<file path="config.mk">
export PLATFORM = sky130hd
export DESIGN_NAME = websocket_frame_deframer
export DESIGN_NICKNAME = d
export VERILOG_FILES = /design/src/rtl/wsd_pkg.sv /design/src/rtl/wsd_front.sv /design/src/rtl/wsd_queue.sv /design/src/rtl/wsd_back.sv /design/src/rtl/websocket_frame_deframer.sv
export SDC_FILE = /design/constraint.sdc
export NUM_CORES = 1
export LEC_CHECK = 0
export BUFFER_PORTS_ARGS = -buffer_cell sky130_fd_sc_hd__buf_4
export CORE_MARGIN = 2
export CORE_UTILIZATION = 50
export CTS_CLUSTER_DIAMETER = 60
export DETAILED_ROUTE_END_ITERATION = 7
export PLACE_DENSITY = 0.73
export SLEW_MARGIN = 5
export SYNTH_ARGS = -nofsm -noshare
export SYNTH_HDL_FRONTEND = slang
export SYNTH_HIERARCHICAL = 1
export SYNTH_SLANG_ARGS = --single-unit
</file>
<file path="constraint.sdc">
create_clock -name clk -period 3.9 [get_ports clk]
set_input_delay 1.17 -clock clk [delete_from_list [all_inputs] [get_ports clk]]
set_output_delay 1.17 -clock clk [all_outputs]
set_load 0.005 [all_outputs]
</file>
<file path="src/rtl/wsd_pkg.sv">
// shared types and constants for the websocket frame deframer
`timescale 1ns / 1ps

package wsd_pkg;

    localparam int LENGTH_BITS_DEF = 64;
    localparam int QUEUE_DEPTH_DEF = 4;

    localparam logic [6:0] LEN_EXT16 = 7'd126;
    localparam logic [6:0] LEN_EXT64 = 7'd127;

    localparam logic [2:0] EXT16_COUNT = 3'd1;
    localparam logic [2:0] EXT64_COUNT = 3'd7;
    localparam logic [2:0] KEY_COUNT   = 3'd3;

    typedef enum logic [4:0] {
        PH_HDR0 = 5'b00001,
        PH_HDR1 = 5'b00010,
        PH_EXT  = 5'b00100,
        PH_KEY  = 5'b01000,
        PH_DATA = 5'b10000
    } phase_t;

    typedef struct packed {
        logic [7:0] payload_byte;
        logic [3:0] frame_opcode;
        logic       has_data;
        logic       last_in_frame;
    } res_t;

endpackage

</file>
<file path="src/rtl/wsd_front.sv">
// header parser and payload unmasking, one byte per cycle while push_ready is high
`timescale 1ns / 1ps

module wsd_front
    import wsd_pkg::*;
#(
    parameter int LENGTH_BITS = LENGTH_BITS_DEF
)
(
    input  logic       clk,
    input  logic       rst_n,
    input  logic       in_valid,
    output logic       in_ready,
    input  logic [7:0] in_byte,
    output logic       push_valid,
    input  logic       push_ready,
    output res_t       push_item
);

    phase_t                 phase_reg, phase_next;
    logic [3:0]             opcode_reg, opcode_next;
    logic                   mask_en_reg, mask_en_next;
    logic [2:0]             hdr_cnt_reg, hdr_cnt_next;
    logic [31:0]            key_reg, key_next;
    logic [LENGTH_BITS-1:0] len_reg, len_next;
    logic                   ovf_reg, ovf_next;
    logic [1:0]             key_off_reg, key_off_next;

    logic                   accept;
    logic                   emit;
    logic [LENGTH_BITS-1:0] shifted;
    logic                   spill;
    logic                   sat;
    logic [7:0]             key_byte;

    assign in_ready = push_ready;
    assign accept   = in_valid && push_ready;
    assign shifted  = {len_reg[LENGTH_BITS-9:0], in_byte};
    assign spill    = (len_reg[LENGTH_BITS-1:LENGTH_BITS-8] != 8'd0);
    assign sat      = ovf_reg || spill;

    always_comb
    begin
        unique case (key_off_reg)
            2'd0:    key_byte = key_reg[31:24];
            2'd1:    key_byte = key_reg[23:16];
            2'd2:    key_byte = key_reg[15:8];
            default: key_byte = key_reg[7:0];
        endcase
    end

    always_comb
    begin
        phase_next   = phase_reg;
        opcode_next  = opcode_reg;
        mask_en_next = mask_en_reg;
        hdr_cnt_next = hdr_cnt_reg;
        key_next     = key_reg;
        len_next     = len_reg;
        ovf_next     = ovf_reg;
        key_off_next = key_off_reg;
        emit         = 1'b0;
        push_item.payload_byte  = 8'd0;
        push_item.frame_opcode  = opcode_reg;
        push_item.has_data      = 1'b0;
        push_item.last_in_frame = 1'b1;

        unique case (phase_reg)
            PH_HDR1:
            begin
                mask_en_next = in_byte[7];
                ovf_next     = 1'b0;
                len_next     = '0;
                if (in_byte[6:0] == LEN_EXT16)
                begin
                    phase_next   = PH_EXT;
                    hdr_cnt_next = EXT16_COUNT;
                end
                else if (in_byte[6:0] == LEN_EXT64)
                begin
                    phase_next   = PH_EXT;
                    hdr_cnt_next = EXT64_COUNT;
                end
                else
                begin
                    len_next     = LENGTH_BITS'(in_byte[6:0]);
                    key_off_next = 2'd0;
                    key_next     = 32'd0;
                    if (in_byte[7])
                    begin
                        phase_next   = PH_KEY;
                        hdr_cnt_next = KEY_COUNT;
                    end
                    else if (in_byte[6:0] == 7'd0)
                    begin
                        phase_next = PH_HDR0;
                        emit       = 1'b1;
                    end
                    else
                    begin
                        phase_next = PH_DATA;
                    end
                end
            end
            PH_EXT:
            begin
                if (hdr_cnt_reg != 3'd0)
                begin
                    hdr_cnt_next = hdr_cnt_reg - 3'd1;
                    len_next     = shifted;
                    ovf_next     = sat;
                end
                else
                begin
                    len_next     = sat ? '1 : shifted;
                    key_off_next = 2'd0;
                    key_next     = 32'd0;
                    if (mask_en_reg)
                    begin
                        phase_next   = PH_KEY;
                        hdr_cnt_next = KEY_COUNT;
                    end
                    else if (!sat && (shifted == '0))
                    begin
                        phase_next = PH_HDR0;
                        emit       = 1'b1;
                    end
                    else
                    begin
                        phase_next = PH_DATA;
                    end
                end
            end
            PH_KEY:
            begin
                key_next = {key_reg[23:0], in_byte};
                if (hdr_cnt_reg != 3'd0)
                begin
                    hdr_cnt_next = hdr_cnt_reg - 3'd1;
                end
                else
                begin
                    key_off_next = 2'd0;
                    if (len_reg == '0)
                    begin
                        phase_next = PH_HDR0;
                        emit       = 1'b1;
                    end
                    else
                    begin
                        phase_next = PH_DATA;
                    end
                end
            end
            PH_DATA:
            begin
                key_off_next            = key_off_reg + 2'd1;
                len_next                = len_reg - LENGTH_BITS'(1);
                emit                    = 1'b1;
                push_item.payload_byte  = in_byte ^ key_byte;
                push_item.has_data      = 1'b1;
                push_item.last_in_frame = (len_reg == LENGTH_BITS'(1));
                if (len_reg == LENGTH_BITS'(1))
                begin
                    phase_next = PH_HDR0;
                end
            end
            default:
            begin
                opcode_next = in_byte[3:0];
                phase_next  = PH_HDR1;
            end
        endcase
    end

    assign push_valid = accept && emit;

    always_ff @(posedge clk or negedge rst_n)
    begin
        if (!rst_n)
        begin
            phase_reg   <= PH_HDR0;
            opcode_reg  <= 4'd0;
            mask_en_reg <= 1'b0;
            hdr_cnt_reg <= 3'd0;
            key_reg     <= 32'd0;
            len_reg     <= '0;
            ovf_reg     <= 1'b0;
            key_off_reg <= 2'd0;
        end
        else if (accept)
        begin
            phase_reg   <= phase_next;
            opcode_reg  <= opcode_next;
            mask_en_reg <= mask_en_next;
            hdr_cnt_reg <= hdr_cnt_next;
            key_reg     <= key_next;
            len_reg     <= len_next;
            ovf_reg     <= ovf_next;
            key_off_reg <= key_off_next;
        end
    end

`ifndef SYNTH
    a_last_ends_frame: assert property (@(posedge clk) disable iff (!rst_n)
        push_valid && push_item.last_in_frame |=> phase_reg == PH_HDR0)
        else $error("frame did not close after its last result");

    a_empty_is_last: assert property (@(posedge clk) disable iff (!rst_n)
        push_valid && !push_item.has_data |-> push_item.last_in_frame)
        else $error("empty frame result not marked last");

    a_no_result_on_opcode: assert property (@(posedge clk) disable iff (!rst_n)
        accept && phase_reg == PH_HDR0 |-> !push_valid)
        else $error("result produced on first header byte");
`endif

endmodule

</file>
<file path="src/rtl/wsd_queue.sv">
// small result queue between parser and output stage
`timescale 1ns / 1ps

module wsd_queue
    import wsd_pkg::*;
#(
    parameter int QUEUE_DEPTH = QUEUE_DEPTH_DEF
)
(
    input  logic clk,
    input  logic rst_n,
    input  logic push_valid,
    output logic push_ready,
    input  res_t push_item,
    output logic pop_valid,
    input  logic pop_ready,
    output res_t pop_item
);

    localparam int PTR_W = (QUEUE_DEPTH > 1) ? $clog2(QUEUE_DEPTH) : 1;
    localparam int CNT_W = $clog2(QUEUE_DEPTH + 1);

    res_t             entries_reg [QUEUE_DEPTH];
    logic [PTR_W-1:0] wr_ptr_reg, wr_ptr_next;
    logic [PTR_W-1:0] rd_ptr_reg, rd_ptr_next;
    logic [CNT_W-1:0] count_reg, count_next;
    logic             do_push;
    logic             do_pop;

    assign push_ready = (count_reg != CNT_W'(QUEUE_DEPTH));
    assign pop_valid  = (count_reg != '0);
    assign pop_item   = entries_reg[rd_ptr_reg];
    assign do_push    = push_valid && push_ready;
    assign do_pop     = pop_valid && pop_ready;

    always_comb
    begin
        wr_ptr_next = wr_ptr_reg;
        rd_ptr_next = rd_ptr_reg;
        count_next  = count_reg;
        if (do_push)
        begin
            wr_ptr_next = (wr_ptr_reg == PTR_W'(QUEUE_DEPTH - 1)) ? '0 : wr_ptr_reg + PTR_W'(1);
        end
        if (do_pop)
        begin
            rd_ptr_next = (rd_ptr_reg == PTR_W'(QUEUE_DEPTH - 1)) ? '0 : rd_ptr_reg + PTR_W'(1);
        end
        if (do_push && !do_pop)
        begin
            count_next = count_reg + CNT_W'(1);
        end
        else if (do_pop && !do_push)
        begin
            count_next = count_reg - CNT_W'(1);
        end
    end

    always_ff @(posedge clk)
    begin
        if (do_push)
        begin
            entries_reg[wr_ptr_reg] <= push_item;
        end
    end

    always_ff @(posedge clk or negedge rst_n)
    begin
        if (!rst_n)
        begin
            wr_ptr_reg <= '0;
            rd_ptr_reg <= '0;
            count_reg  <= '0;
        end
        else
        begin
            wr_ptr_reg <= wr_ptr_next;
            rd_ptr_reg <= rd_ptr_next;
            count_reg  <= count_next;
        end
    end

`ifndef SYNTH
    a_count_bound: assert property (@(posedge clk) disable iff (!rst_n)
        count_reg <= CNT_W'(QUEUE_DEPTH))
        else $error("queue count beyond depth");

    a_push_grows: assert property (@(posedge clk) disable iff (!rst_n)
        do_push && !do_pop |=> count_reg == $past(count_reg) + CNT_W'(1))
        else $error("queue count did not follow a push");

    a_pop_shrinks: assert property (@(posedge clk) disable iff (!rst_n)
        do_pop && !do_push |=> count_reg == $past(count_reg) - CNT_W'(1))
        else $error("queue count did not follow a pop");
`endif

endmodule

</file>
<file path="src/rtl/wsd_back.sv">
// output register driving the result stream
`timescale 1ns / 1ps

module wsd_back
    import wsd_pkg::*;
(
    input  logic       clk,
    input  logic       rst_n,
    input  logic       pop_valid,
    output logic       pop_ready,
    input  res_t       pop_item,
    output logic       m_axis_tvalid,
    input  logic       m_axis_tready,
    output logic [7:0] m_axis_tdata,
    output logic [4:0] m_axis_tuser,
    output logic       m_axis_tlast
);

    logic valid_reg, valid_next;
    res_t item_reg;
    logic load;

    assign load       = !valid_reg || m_axis_tready;
    assign pop_ready  = load;
    assign valid_next = load ? pop_valid : valid_reg;

    always_ff @(posedge clk or negedge rst_n)
    begin
        if (!rst_n)
        begin
            valid_reg <= 1'b0;
        end
        else
        begin
            valid_reg <= valid_next;
        end
    end

    always_ff @(posedge clk)
    begin
        if (load && pop_valid)
        begin
            item_reg <= pop_item;
        end
    end

    assign m_axis_tvalid = valid_reg;
    assign m_axis_tdata  = item_reg.payload_byte;
    assign m_axis_tuser  = {item_reg.has_data, item_reg.frame_opcode};
    assign m_axis_tlast  = item_reg.last_in_frame;

endmodule

</file>
<file path="src/rtl/websocket_frame_deframer.sv">
// websocket frame deframer top level
// usage:
//   s_axis carries the received frame stream, one byte per transaction
//   m_axis carries one transaction per payload byte, unmasked with the key,
//   tagged with the frame opcode in tuser; tlast marks the final one of a frame
//   an empty frame gives a single transaction with has_data low and tlast high
//   header bytes give no output transaction, save at the end of an empty frame
// timing:
//   one input byte per cycle sustained while the queue has room; parser state
//   updates on each accepted byte; a payload byte reaches m_axis by way of the
//   queue and output register (parser into queue, queue into output register)
// reset:
//   queue and output register empty, parser waits for the first header byte
// stall:
//   while m_axis_tready is low the output register holds and the queue fills;
//   s_axis_tready drops once the queue holds QUEUE_DEPTH results, header bytes
//   are then held off as well
`timescale 1ns / 1ps

module websocket_frame_deframer
    import wsd_pkg::*;
#(
    parameter int LENGTH_BITS = LENGTH_BITS_DEF,
    parameter int QUEUE_DEPTH = QUEUE_DEPTH_DEF
)
(
    input  logic       clk,
    input  logic       rst_n,
    input  logic       s_axis_tvalid,
    output logic       s_axis_tready,
    input  logic [7:0] s_axis_tdata,  // stream_byte
    output logic       m_axis_tvalid,
    input  logic       m_axis_tready,
    output logic [7:0] m_axis_tdata,  // payload_byte
    output logic [4:0] m_axis_tuser,  // frame_opcode, has_data
    output logic       m_axis_tlast
);

    logic push_valid;
    logic push_ready;
    res_t push_item;
    logic pop_valid;
    logic pop_ready;
    res_t pop_item;

    wsd_front #(
        .LENGTH_BITS(LENGTH_BITS)
    ) u_front (
        .clk        (clk),
        .rst_n      (rst_n),
        .in_valid   (s_axis_tvalid),
        .in_ready   (s_axis_tready),
        .in_byte    (s_axis_tdata),
        .push_valid (push_valid),
        .push_ready (push_ready),
        .push_item  (push_item)
    );

    wsd_queue #(
        .QUEUE_DEPTH(QUEUE_DEPTH)
    ) u_queue (
        .clk        (clk),
        .rst_n      (rst_n),
        .push_valid (push_valid),
        .push_ready (push_ready),
        .push_item  (push_item),
        .pop_valid  (pop_valid),
        .pop_ready  (pop_ready),
        .pop_item   (pop_item)
    );

    wsd_back u_back (
        .clk           (clk),
        .rst_n         (rst_n),
        .pop_valid     (pop_valid),
        .pop_ready     (pop_ready),
        .pop_item      (pop_item),
        .m_axis_tvalid (m_axis_tvalid),
        .m_axis_tready (m_axis_tready),
        .m_axis_tdata  (m_axis_tdata),
        .m_axis_tuser  (m_axis_tuser),
        .m_axis_tlast  (m_axis_tlast)
    );

endmodule
</file>
==> results.sh <==
export IMPL_status="complete, no violations"
export IMPL_max_freq_ghz=0.282
export IMPL_irDropWorstVdd_mv=0.369
export IMPL_drt_first_iter_violations=911
export IMPL_num_io_pins=28
export IMPL_r2r_start="u_front/len_reg[17]"
export IMPL_final_cells=1281
export IMPL_wl_per_cell_um=19.5
export IMPL_insertion_delay_ns=0.45
export IMPL_period_minus_slack_ns=3.55
export IMPL_ctsRootBufferMaster="clkbuf_16"
export IMPL_setup_ws_ns=0.349
export IMPL_setup_violations=0
export IMPL_ys_top_cells_by_count="156 x o21ai_0, 135 x nand2_1, 119 x dfrtp_1"
export IMPL_cts_sinks=190
export IMPL_placed_area_sq_um=10600
export IMPL_drt_wl_total_um=25000
export IMPL_synthArstFlopShare_pct=63.2
export IMPL_yosysUniqueCellTypes=78
export IMPL_drt_pass1_iter_count=6
export IMPL_final_layout_size_suffix_gt1_share_pct=15.3
export IMPL_slew_viol_final=0
export IMPL_cap_violations=0
export IMPL_synth_top_area_share_pct=29.7
export IMPL_synth_area_leaders="dfrtp_1 30%, edfxtp_1 21%, o21ai_0 7.8%"
export IMPL_dpl_cell_count=1249
export IMPL_hold_path_class="reg -> reg"
export IMPL_initial_core_util_pct=51.2
export IMPL_whs_path_depth=2
export IMPL_nNetsFinal=1031
export IMPL_port_buffers=27
export IMPL_cts_setup_buffers=0
export IMPL_timing_final_crit_share_pct=91.1
export IMPL_p_leak_nw=4.43
export IMPL_avgSynthCellArea_sq_um=10.3
export IMPL_yosysWarnings=6
export IMPL_ys_flop_type="dfrtp_1"
export IMPL_cp_arrival_ns=3.91
export IMPL_fin_area_sq_um=11300
export IMPL_start_kind="flop"
export IMPL_clk_pin_slew_ns=0.08
export IMPL_dieArea_sq_um=21200
export IMPL_critPathKind="reg -> reg"
export IMPL_fp_coreArea_sq_um=19600
export IMPL_cp_required_ns=4.26
export IMPL_r2r_cells=13
export IMPL_synth_most_common_cell="o21ai_0"
export IMPL_syn_inst=977
export IMPL_whs_ns=0.490
export IMPL_dp_final_hpwl_um=16500
export IMPL_grt_max_degree=70
export IMPL_clock_skew_ns=0.0128
export IMPL_cts_buffers=17
export IMPL_hp_start="u_front/key_reg[27]"
export IMPL_critPathMaxFanout=5
export IMPL_largest_reg_flops=64
export IMPL_antenna_cells=0
export IMPL_grtUsageTotal_pct=24.2
export IMPL_fill_cells=1661
export IMPL_drcViolationCount=0
export IMPL_syn_to_final_growth_pct=12.4
export IMPL_grt_setup_unrepaired="false"
export IMPL_synth_nets=1005
export IMPL_cp_startpoint="u_front/len_reg[17]"
export IMPL_cts_tree="yes"
export IMPL_ys_seq_area_share_pct=50.9
export IMPL_yosysTopAreaCell="dfrtp_1"
export IMPL_hold_viol_final=0
export IMPL_ant_nets=0
export IMPL_drt_vias_per_instance=6.39
export IMPL_grt_pass1_wl_um=41600
export IMPL_cts_max_path_buffers=2
export IMPL_slew_headroom_pct=38.9
export IMPL_std_cell_rows=51
export IMPL_cts_max_level=4
export IMPL_die_width_um=146
export IMPL_gp_congestion=0.892
export IMPL_syn_area_sq_um=10000
export IMPL_num_vias=8183
export IMPL_synth_edff_count=70
export IMPL_power_density_nw_per_um2=623
export IMPL_grt_ovfl_total=0
export IMPL_ys_ff_latch=190
export IMPL_grt_antenna_before_repair=0
export IMPL_first_global_vias=7860
export IMPL_end_kind="flop"
export IMPL_worst_pin_slew_ns=0.917
export IMPL_pre_cts_ws_ns=-0.0251
export IMPL_die_h_um=146
export IMPL_fin_tns_setup_ns=0
[cell type report]
class                           count  area [sq um]  area share, %
Multi-Input combinational cell    709          4610           40.9
Inverter                           17          63.8          0.566
Clock inverter                     15           223           1.98
Clock buffer                       17           425           3.77
Timing Repair Buffer               68           510           4.53
Sequential cell                   190          5110           45.3
Tap cell                          265           332           2.94
[repair_timing]
action                     in CTS  in global routing
resized for setup               0                  1
hold buffers                    0                  0
setup endpoints to repair       0                  1
[metrics by stage]
stage / power [mW] / util (%)
2_1_floorplan: 4.42 / -
3_5_place_dp: 5.17 / 54.2
3_3_place_gp: 5.12 / 54.2
6_report: 7.02 / 57.5
4_1_cts: 7.01 / 57.5
5_1_grt: 7.43 / 57.5
[critical path: stages (launching register included)]
cell and delay (ns):
dfrtp_1 0.44, nor4_2 0.52, nand3_2 0.23, nor4_2 0.41
o2111ai_1 0.20, o21ai_0 0.21, and3_1 0.19, a21boi_2 0.18
ha_1 0.21, inv_1 0.06, fa_1 0.39, xor2_1 0.17
nor2_1 0.11, xor2_1 0.16
[kinds of logic after synthesis]
group | after synthesis | share of synthesized area (%)
simple gates | 361 | 19.4
fa+ha+maj | 16 | 2.07
xor+xnor | 15 | 1.31
flops | 190 | 50.9
compound gates | 286 | 17.3
buf+inv | 78 | 3.64
mux | 31 | 5.32
[cells in the final DEF (no fill, tap or decap), types with 17 or more instances in the layout]
cell	synthesis	routed
clkbuf_16	0	17
nand3_1	32	31
dfrtp_1	119	119
a21oi_1	36	36
buf_4	3	68
o311ai_0	19	19
nand2_1	135	135
nor2_1	60	59
o21ai_0	156	156
nor3_1	23	23
edfxtp_1	70	70
o211ai_1	18	18
[metal layers]
metal | track usage (%) | vias up | wire length [um]
li1 | - | 3728 | -
met1 | 34.2 | 4020 | 10700
met2 | 38.7 | 386 | 11900
met3 | 4.51 | 49 | 1910
met4 | 6.81 | 0 | 469
met5 | 0 | - | 0
[final timing paths]
| kind | to | slack (ns) |
|---|---|---|
| max in group asynchronous | u_front/len_reg[47] | 2.24 |
| worst max register to register | u_queue/count_reg[2] | 0.35 |
| worst min-delay path | u_front/key_reg[27] | 0.49 |
| worst max-delay path | u_queue/count_reg[2] | 0.35 |
| min in group asynchronous | u_front/key_reg[28] | 0.83 |
| worst min register to register | u_front/key_reg[27] | 0.49 |
[where the power goes]
group          switching [mW]  leakage, nW  internal, mW  total (mW)
combinational            1.46         1.86         0.915        2.38
clock                   0.933        0.310         0.899        1.83
sequential              0.381         2.26          2.44        2.82
Power figures use the tool's default switching activity.
